## src/rtl/tsps_pkg.sv

```systemverilog
`default_nettype none

package tsps_pkg;

    localparam int MAX_STEPS = 16;
    localparam int STEP_W    = 4;
    localparam int COUNT_W   = 5;

    // epoch seconds of 2000-01-01; anything at or below is an unset clock
    localparam logic [31:0] CLOCK_VALID_AFTER = 32'd946684800;

    typedef enum logic [2:0] {
        OP_TICK   = 3'd0,
        OP_START  = 3'd1,
        OP_PAUSE  = 3'd2,
        OP_RESUME = 3'd3,
        OP_STOP   = 3'd4,
        OP_NEXT   = 3'd5,
        OP_PREV   = 3'd6,
        OP_WRITE  = 3'd7
    } op_t;

    typedef enum logic [2:0] {
        ST_IDLE     = 3'd0,
        ST_RUNNING  = 3'd1,
        ST_AWAITING = 3'd2,
        ST_PAUSED   = 3'd3,
        ST_DONE     = 3'd4
    } status_t;

    typedef enum logic [1:0] {
        ERR_NONE       = 2'd0,
        ERR_STATE      = 2'd1,
        ERR_NO_STEPS   = 2'd2,
        ERR_UNKNOWN_OP = 2'd3
    } err_t;

    typedef enum logic [1:0] {
        APPLY_NONE    = 2'd0,
        APPLY_STEP    = 2'd1,
        APPLY_REBUILD = 2'd2
    } apply_t;

    typedef struct packed {
        logic [31:0] hold_sec;
        logic        by_sensor;
        logic        confirm;
    } step_entry_t;

    typedef struct packed {
        op_t         operation;
        logic [31:0] now_sec;
        logic        sensor_fired;
        logic        targets_ok;
        logic [3:0]  entry_index;
        logic [31:0] entry_hold_sec;
        logic        entry_by_sensor;
        logic        entry_confirm;
        logic        entry_last;
    } req_t;

    typedef struct packed {
        logic        accepted;
        err_t        error_code;
        status_t     run_status;
        logic [3:0]  step_now;
        apply_t      apply_command;
        logic        with_impulse;
        logic        status_changed;
        logic [31:0] remaining_sec;
        logic        save_request;
    } rsp_t;

endpackage

`default_nettype wire

```

## src/rtl/timed_step_program_sequencer.sv

```systemverilog
`default_nettype none

// Step program sequencer: idle, running, awaiting, paused and done.
// Request channel (req_valid / req_stall / req) carries one operation per
// transfer: tick, start, pause, resume, stop, next, prev or a step-table write.
// Response channel (rsp_valid / rsp_stall / rsp) returns exactly one result
// per request, in order: acceptance, error code, status, step, apply command
// with impulse flag, remaining seconds of the current step and save request.
// A taken request waits in the request register and its result is written
// to the response register. Throughput: one request per cycle while rsp is
// not stalled; the whole decision is one pass of logic between the two registers.
// The request register keeps taking transfers while a result waits on a
// stalled rsp, as long as that register is free; req_stall rises only when
// both registers hold work and rsp_stall is high.
// Reset (rst_n low, asynchronous) empties both registers and sets the run to
// idle at step 0 with no program loaded. Step-table contents are not reset;
// write the entries and finish with the last-entry flag before starting.

module timed_step_program_sequencer
    import tsps_pkg::*;
(
    input  wire logic clk,
    input  wire logic rst_n,

    input  wire logic req_valid,
    output      logic req_stall,
    input  wire req_t req,

    output      logic rsp_valid,
    input  wire logic rsp_stall,
    output      rsp_t rsp
);

    req_t        req_reg;
    logic        req_valid_reg;
    rsp_t        rsp_reg;
    rsp_t        rsp_next;
    logic        rsp_valid_reg;

    status_t     status_reg, status_next;
    logic [STEP_W-1:0]  step_reg, step_next;
    logic [STEP_W-1:0]  reached_reg, reached_next;
    logic        none_reached_reg, none_reached_next;
    logic [31:0] started_reg, started_next;
    logic [31:0] elapsed_reg, elapsed_next;
    logic [COUNT_W-1:0] count_reg, count_next;
    step_entry_t cur_entry_reg, cur_entry_next;
    step_entry_t table_reg [MAX_STEPS];

    logic        rsp_adv;
    logic        fire;
    logic        clock_valid;
    logic        live;
    logic        idx_ok;
    logic        do_write;
    step_entry_t new_entry;
    logic [STEP_W-1:0]  adv_idx;
    logic        adv_done;
    logic        adv_first;
    logic        due;
    logic        in_step;
    logic        accepted;
    err_t        err;
    apply_t      apply_cmd;
    logic        impulse;
    logic        save;
    logic [34:0] run_span;
    logic [34:0] run_rem;
    logic [34:0] pause_rem;
    logic [34:0] rem_raw;
    logic [31:0] remaining;

    assign rsp_adv   = !rsp_valid_reg || !rsp_stall;
    assign fire      = req_valid_reg && rsp_adv;
    assign req_stall = req_valid_reg && !rsp_adv;
    assign rsp_valid = rsp_valid_reg;
    assign rsp       = rsp_reg;

    assign clock_valid = req_reg.now_sec > CLOCK_VALID_AFTER;
    assign live        = (status_reg == ST_RUNNING) || (status_reg == ST_PAUSED) ||
                         (status_reg == ST_AWAITING);
    assign idx_ok      = {1'b0, req_reg.entry_index} < COUNT_W'(MAX_STEPS);
    assign do_write    = fire && (req_reg.operation == OP_WRITE) && idx_ok;
    assign new_entry   = '{hold_sec:  req_reg.entry_hold_sec,
                           by_sensor: req_reg.entry_by_sensor,
                           confirm:   req_reg.entry_confirm};

    assign adv_idx   = step_reg + STEP_W'(1);
    assign adv_done  = ({1'b0, step_reg} + COUNT_W'(1)) >= count_reg;
    assign adv_first = none_reached_reg || (adv_idx > reached_reg);
    assign in_step   = {1'b0, step_reg} < count_reg;

    always_comb
    begin
        if (cur_entry_reg.by_sensor)
        begin
            due = req_reg.sensor_fired;
        end
        else
        begin
            due = (req_reg.now_sec >= started_reg) &&
                  ((req_reg.now_sec - started_reg) >= cur_entry_reg.hold_sec);
        end
    end

    // decision for the item in the request register
    always_comb
    begin
        status_next       = status_reg;
        step_next         = step_reg;
        reached_next      = reached_reg;
        none_reached_next = none_reached_reg;
        started_next      = started_reg;
        elapsed_next      = elapsed_reg;
        count_next        = count_reg;
        accepted          = 1'b1;
        err               = ERR_NONE;
        apply_cmd         = APPLY_NONE;
        impulse           = 1'b0;
        save              = 1'b0;

        case (req_reg.operation)
            OP_TICK:
            begin
                if (clock_valid && (status_reg == ST_RUNNING) && in_step &&
                    due && req_reg.targets_ok)
                begin
                    save = 1'b1;
                    if (cur_entry_reg.confirm)
                    begin
                        status_next = ST_AWAITING;
                    end
                    else if (adv_done)
                    begin
                        status_next = ST_DONE;
                    end
                    else
                    begin
                        status_next  = ST_RUNNING;
                        step_next    = adv_idx;
                        started_next = req_reg.now_sec;
                        elapsed_next = '0;
                        apply_cmd    = APPLY_STEP;
                        impulse      = adv_first;
                        if (adv_first)
                        begin
                            reached_next      = adv_idx;
                            none_reached_next = 1'b0;
                        end
                    end
                end
            end
            OP_START:
            begin
                if ((status_reg != ST_IDLE) && (status_reg != ST_DONE))
                begin
                    accepted = 1'b0;
                    err      = ERR_STATE;
                end
                else if (count_reg == '0)
                begin
                    accepted = 1'b0;
                    err      = ERR_NO_STEPS;
                end
                else
                begin
                    status_next       = ST_RUNNING;
                    step_next         = '0;
                    started_next      = req_reg.now_sec;
                    elapsed_next      = '0;
                    reached_next      = '0;
                    none_reached_next = 1'b0;
                    apply_cmd         = APPLY_STEP;
                    impulse           = 1'b1;
                end
            end
            OP_PAUSE:
            begin
                if (status_reg == ST_RUNNING)
                begin
                    // clamp at zero if the clock went back
                    elapsed_next = (req_reg.now_sec >= started_reg) ?
                                   (req_reg.now_sec - started_reg) : '0;
                    status_next  = ST_PAUSED;
                end
                else if (status_reg == ST_AWAITING)
                begin
                    elapsed_next = cur_entry_reg.hold_sec;
                    status_next  = ST_PAUSED;
                end
                else
                begin
                    accepted = 1'b0;
                    err      = ERR_STATE;
                end
            end
            OP_RESUME:
            begin
                if (status_reg != ST_PAUSED)
                begin
                    accepted = 1'b0;
                    err      = ERR_STATE;
                end
                else
                begin
                    started_next = (req_reg.now_sec >= elapsed_reg) ?
                                   (req_reg.now_sec - elapsed_reg) : '0;
                    status_next  = ST_RUNNING;
                    apply_cmd    = APPLY_STEP;
                end
            end
            OP_STOP:
            begin
                if (status_reg == ST_IDLE)
                begin
                    accepted = 1'b0;
                    err      = ERR_STATE;
                end
                else
                begin
                    status_next  = ST_IDLE;
                    step_next    = '0;
                    elapsed_next = '0;
                end
            end
            OP_NEXT:
            begin
                if (!live)
                begin
                    accepted = 1'b0;
                    err      = ERR_STATE;
                end
                else if (adv_done)
                begin
                    status_next = ST_DONE;
                end
                else
                begin
                    status_next  = ST_RUNNING;
                    step_next    = adv_idx;
                    started_next = req_reg.now_sec;
                    elapsed_next = '0;
                    apply_cmd    = APPLY_STEP;
                    impulse      = adv_first;
                    if (adv_first)
                    begin
                        reached_next      = adv_idx;
                        none_reached_next = 1'b0;
                    end
                end
            end
            OP_PREV:
            begin
                if (!live)
                begin
                    accepted = 1'b0;
                    err      = ERR_STATE;
                end
                else
                begin
                    if (step_reg != '0)
                    begin
                        step_next = step_reg - STEP_W'(1);
                    end
                    status_next  = ST_RUNNING;
                    started_next = req_reg.now_sec;
                    elapsed_next = '0;
                    apply_cmd    = APPLY_REBUILD;
                end
            end
            OP_WRITE:
            begin
                if (!idx_ok)
                begin
                    accepted = 1'b0;
                    err      = ERR_STATE;
                end
                else if (req_reg.entry_last)
                begin
                    count_next        = {1'b0, req_reg.entry_index} + COUNT_W'(1);
                    status_next       = ST_IDLE;
                    step_next         = '0;
                    none_reached_next = 1'b1;
                    started_next      = '0;
                    elapsed_next      = '0;
                end
            end
            default:
            begin
                accepted = 1'b0;
                err      = ERR_UNKNOWN_OP;
            end
        endcase
    end

    // current step entry after this item; bypass a write to the same slot
    always_comb
    begin
        if (do_write && (req_reg.entry_index == step_next))
        begin
            cur_entry_next = new_entry;
        end
        else
        begin
            cur_entry_next = table_reg[step_next];
        end
    end

    assign run_span  = {3'b000, req_reg.now_sec} - {3'b000, started_next};
    assign run_rem   = {3'b000, cur_entry_next.hold_sec} - run_span;
    assign pause_rem = {3'b000, cur_entry_next.hold_sec} - {3'b000, elapsed_next};

    always_comb
    begin
        if ({1'b0, step_next} >= count_next)
        begin
            rem_raw = '0;
        end
        else if (cur_entry_next.by_sensor)
        begin
            rem_raw = '0;
        end
        else if ((status_next == ST_RUNNING) && clock_valid)
        begin
            rem_raw = run_rem;
        end
        else if (status_next == ST_PAUSED)
        begin
            rem_raw = pause_rem;
        end
        else if ((status_next == ST_AWAITING) || (status_next == ST_DONE))
        begin
            rem_raw = '0;
        end
        else
        begin
            rem_raw = {3'b000, cur_entry_next.hold_sec};
        end
    end

    // clamp to 0 .. 2^32-1; bit 34 is the sign
    always_comb
    begin
        if (rem_raw[34])
        begin
            remaining = '0;
        end
        else if (rem_raw[33:32] != 2'b00)
        begin
            remaining = '1;
        end
        else
        begin
            remaining = rem_raw[31:0];
        end
    end

    always_comb
    begin
        rsp_next.accepted       = accepted;
        rsp_next.error_code     = err;
        rsp_next.run_status     = status_next;
        rsp_next.step_now       = step_next;
        rsp_next.apply_command  = apply_cmd;
        rsp_next.with_impulse   = impulse;
        rsp_next.status_changed = status_next != status_reg;
        rsp_next.remaining_sec  = remaining;
        rsp_next.save_request   = save;
    end

    always_ff @(posedge clk or negedge rst_n)
    begin
        if (!rst_n)
        begin
            req_valid_reg    <= 1'b0;
            rsp_valid_reg    <= 1'b0;
            status_reg       <= ST_IDLE;
            step_reg         <= '0;
            reached_reg      <= '0;
            none_reached_reg <= 1'b1;
            started_reg      <= '0;
            elapsed_reg      <= '0;
            count_reg        <= '0;
        end
        else
        begin
            if (!req_stall)
            begin
                req_valid_reg <= req_valid;
            end
            if (rsp_adv)
            begin
                rsp_valid_reg <= fire;
            end
            if (fire)
            begin
                status_reg       <= status_next;
                step_reg         <= step_next;
                reached_reg      <= reached_next;
                none_reached_reg <= none_reached_next;
                started_reg      <= started_next;
                elapsed_reg      <= elapsed_next;
                count_reg        <= count_next;
            end
        end
    end

    always_ff @(posedge clk)
    begin
        if (req_valid && !req_stall)
        begin
            req_reg <= req;
        end
        if (fire)
        begin
            rsp_reg       <= rsp_next;
            cur_entry_reg <= cur_entry_next;
        end
        if (do_write)
        begin
            table_reg[req_reg.entry_index] <= new_entry;
        end
    end

endmodule

`default_nettype wire

```

## config.mk

```make
export PLATFORM = sky130hd
export DESIGN_NAME = timed_step_program_sequencer
export DESIGN_NICKNAME = d
export VERILOG_FILES = /design/src/rtl/tsps_pkg.sv /design/src/rtl/timed_step_program_sequencer.sv
export SDC_FILE = /design/constraint.sdc
export NUM_CORES = 2
export LEC_CHECK = 0
export BUFFER_PORTS_ARGS = -buffer_cell sky130_fd_sc_hd__buf_4
export CAP_MARGIN = 10
export CORE_AREA = 2 2 232 326
export CTS_CLUSTER_SIZE = 16
export DETAILED_ROUTE_END_ITERATION = 12
export DIE_AREA = 0 0 234 328
export GPL_ROUTABILITY_DRIVEN = 0
export PLACE_DENSITY_LB_ADDON = 0.15
export SLEW_MARGIN = 20
export SYNTH_ARGS = -nofsm -noshare
export SYNTH_HDL_FRONTEND = slang
export SYNTH_SLANG_ARGS = --single-unit
```

## constraint.sdc

```tcl
create_clock -name clk -period 15.3 [get_ports clk]
set_clock_uncertainty 0.2 [all_clocks]
set_input_delay 1.53 -clock clk [delete_from_list [all_inputs] [get_ports clk]]
set_output_delay 1.53 -clock clk [all_outputs]
set_load 0.005 [all_outputs]
```

==> parameters.txt <==
Parameter                              Value

Status
  Run status    finished clean

Detailed routing
  Average via count per standard cell    around 6.4
  Post-DR wirelength/cell    24.6 um
  Aggregate routed wire length    ~130000 um
  Total vias in the final route    32469
  Number of iterations in the first detailed-routing pass    7
  Iteration-0 DRC count of the detailed router    approximately 3400
  Detailed-route DRC error count    0
  ANT nets after route    0

Die
  Vertical die dimension    approximately 330 um
  Die outline width    ~230 um
  Placeable core area    73700 um2
  Boundary Pins    129
  Count of standard-cell rows    118
  Effective utilization at floorplan    0.576
  Area of the die    76800 um2

Final layout
  Final Util    0.643
  Area overhead of the layout relative to synthesis    11.6%
  Total area of multi-input combinational cells    18100 um2
  Share of cells above drive strength 1    0.101
  Max reg flops    between 500 and 600
  # diodes    0
  Count of fill cells added during filler insertion    5774
  Final net count    ~4400
  Area of all sequential standard cells    approximately 23000 um2
  Commonest cells after routing, fill and taps aside    sky130_fd_sc_hd__edfxtp_1, sky130_fd_sc_hd__nand2_1, sky130_fd_sc_hd__nor2_1, sky130_fd_sc_hd__nand3_1, sky130_fd_sc_hd__o21ai_0
  Most frequent standard cell in the layout excluding fill and tap cells    sky130_fd_sc_hd__edfxtp_1

STA
  Worst Hold Slack    0.281 ns
  Time the final worst path needs with I/O delays and setup    13.87 ns
  Final period utilization    0.907
  Unrepaired setup endpoints after global routing    no
  Worst-Margin Slew    1.09 ns
  Max-slew violation count    0
  Final setup vio count    0
  Peak Freq    72.1 MHz
  Relative slew margins    0.266
  Total negative setup slack    0 ns
  Final Hold Fails    0

Setup path
  Crit path DAT    14.16 ns
  Category of the worst setup path launch point    register
  Standard cell with the maximum stage delay on the critical path    sky130_fd_sc_hd__nand3_1
  Largest stage delay on the critical path    approximately 0.64 ns
  Cell repeated most along the worst path    sky130_fd_sc_hd__a21oi_1
  Kind of end point of the critical path    register
  Classification of the worst setup path    reg2reg
  Top fanout value on the critical path    25
  Critical path required time    15.59 ns

Flow run
  Max Cap Viol    0

CTS
  CTS Root Buffer Type    sky130_fd_sc_hd__clkbuf_16
  Skew-Pair Late Insertion Delay    0.67 ns
  Clock Pin Slew Worst Setup and Hold Paths    0.07 ns
  TritonCTS clock tree    built
  Clock sink count    784
  Maximum clock insertion buffer count    3
  CTS-repair resized insts    0
  TritonCTS buffer count    78
  Setup fix buffers added after clock tree synthesis    0
  H-tree Lvls    3
  Cts-stage hold buffer count    0

Pwr
  Switching Share    0.357
  Power Density    151 nW/um2
  Clock group share of total power    0.280
  Flop pwr share    0.361
  Cell Int Power    roughly 4.6 mW
  LEAKAGE    roughly 18 nW
  Gate power share    0.359
  Power after layout    7.17 mW
  Maximum vdd drop    95.8 uV
  Net Switching    2.56 mW

Global route
  Initial antenna violation count    0
  Maximum number of pins on one net before global-route repair    140
  Via count of the first global-routing pass    31563
  Overflow after GRT    0
  Wire length of the first global-routing pass    187000 um
  Total routing resource utilization after global routing    0.325

Yosys
  Sequential cell area fraction in the yosys report    0.545
  Largest cells by area after synthesis    sky130_fd_sc_hd__edfxtp_1, sky130_fd_sc_hd__ha_1, sky130_fd_sc_hd__nand2_1
  Synthesized net count    around 4300
  Ys flop type    sky130_fd_sc_hd__edfxtp_1
  Distinct cell type count after synthesis    95
  Number of instances in the synthesized netlist    3951
  Netlist Area Pre-Place    between 40000 and 50000 um2
  Area share of the leading cell type in the synthesized netlist    0.496
  Asr flop ratio synth    0.106
  EDFF count, synth    around 700
  Post-synthesis cell type with the largest combined area    sky130_fd_sc_hd__edfxtp_1
  Mean area per synthesized cell    10.7 um2
  Yosys warns    0
  Post-synthesis register bit count    784

Placed design
  DP HPWL    84900 um
  Total of buffers placed on input and output ports    128

Min path
  HP Class    reg2reg
## metal layers
layer,track usage,up-vias,share of wire
met3,0.0464,412,0.069
met2,0.542,1525,0.49
met4,0.210,0,0.071
li1,-,14887,-
met5,0,-,0
met1,0.394,15645,0.37
## area by class of cell
class / count / area share
Timing Repair Buffer: 211 / 0.0340
Tap cell: 960 / 0.0254
Sequential cell: 784 / 0.488
Multi-Input combinational cell: 2822 / 0.383
Inverter: 174 / 0.0141
Clock inverter: 51 / 0.0120
Clock buffer: 95 / 0.0437
## power by group through the flow
stage / Combinational, mW / Sequential, mW / Clock (mW)
final: 2.57 / 2.59 / 2.00
after global routing: 2.80 / 2.60 / 2.11
after CTS: 2.52 / 2.58 / 2.03
after detailed placement: 2.49 / 2.63 / 0
after global placement: 2.48 / 2.62 / 0
after floorplan: 1.80 / 2.58 / 0
## cell families after synthesis
family / count (synthesis) / synth area share
fa+ha+maj: 220 / 0.0657
simple gates: 1375 / 0.147
xor+xnor: 142 / 0.0293
buf+inv: 345 / 0.0323
mux: 169 / 0.0402
compound gates: 916 / 0.141
flops: 784 / 0.545
## per-stage QoR
stage,setup slack (ns),cells,area (um2)
2_1_floorplan,3.98,3951,42400
3_3_place_gp,2.33,4951,44700
3_5_place_dp,1.77,4951,44700
4_1_cts,1.74,5097,47400
5_1_grt,0.448,5097,47400
6_report,1.43,5097,47400
## worst paths after layout
kind	from	to	slack (ns)	cells after the start
worst max-delay path	req_reg[42]	rsp[10]	1.43	52
worst min-delay path	reached_reg[1]	reached_reg[1]	0.28	2
worst max register to register	req_reg[42]	rsp[10]	1.43	52
worst min register to register	reached_reg[1]	reached_reg[1]	0.28	2
max in group asynchronous	rst_n	started_reg[5]	13.05	2
min in group asynchronous	rst_n	req_valid_reg	0.64	1
## worst max-delay path, delay by kind of cell, from the launching register on
family                   cells  cell delay, ns
AND/OR/NAND/NOR              9            2.76
flip-flops                   1            0.56
AO/OA/AOI/OAI               33            7.64
adder cells (fa/ha/maj)      4            1.49
XOR/XNOR                     3            0.42
buffers and inverters        3            0.59
## cells in the mapped netlist, types with 21 or more instances
master                     count
sky130_fd_sc_hd__xor2_1       44
sky130_fd_sc_hd__and3_1       35
sky130_fd_sc_hd__a31oi_1      47
sky130_fd_sc_hd__nand2_1     587
sky130_fd_sc_hd__buf_2        40
sky130_fd_sc_hd__xnor2_1      98
sky130_fd_sc_hd__nor2b_1      28
sky130_fd_sc_hd__nand2b_1     45
sky130_fd_sc_hd__nor2_1      256
sky130_fd_sc_hd__clkbuf_1    109
sky130_fd_sc_hd__ha_1        215
sky130_fd_sc_hd__o22ai_1      21
sky130_fd_sc_hd__inv_1       168
sky130_fd_sc_hd__nand4_1      34
sky130_fd_sc_hd__o21a_1       32
sky130_fd_sc_hd__o21ai_0     228
sky130_fd_sc_hd__a211oi_1     21
sky130_fd_sc_hd__dfrtp_1      82
sky130_fd_sc_hd__a21o_1       65
sky130_fd_sc_hd__a22oi_1      39
sky130_fd_sc_hd__a21oi_1     221
sky130_fd_sc_hd__edfxtp_1    701
sky130_fd_sc_hd__nor3_1       58
sky130_fd_sc_hd__a32oi_1      33
sky130_fd_sc_hd__nand3_1     238
sky130_fd_sc_hd__mux2i_1     157
No activity file was read; power rests on OpenSTA's default activity.
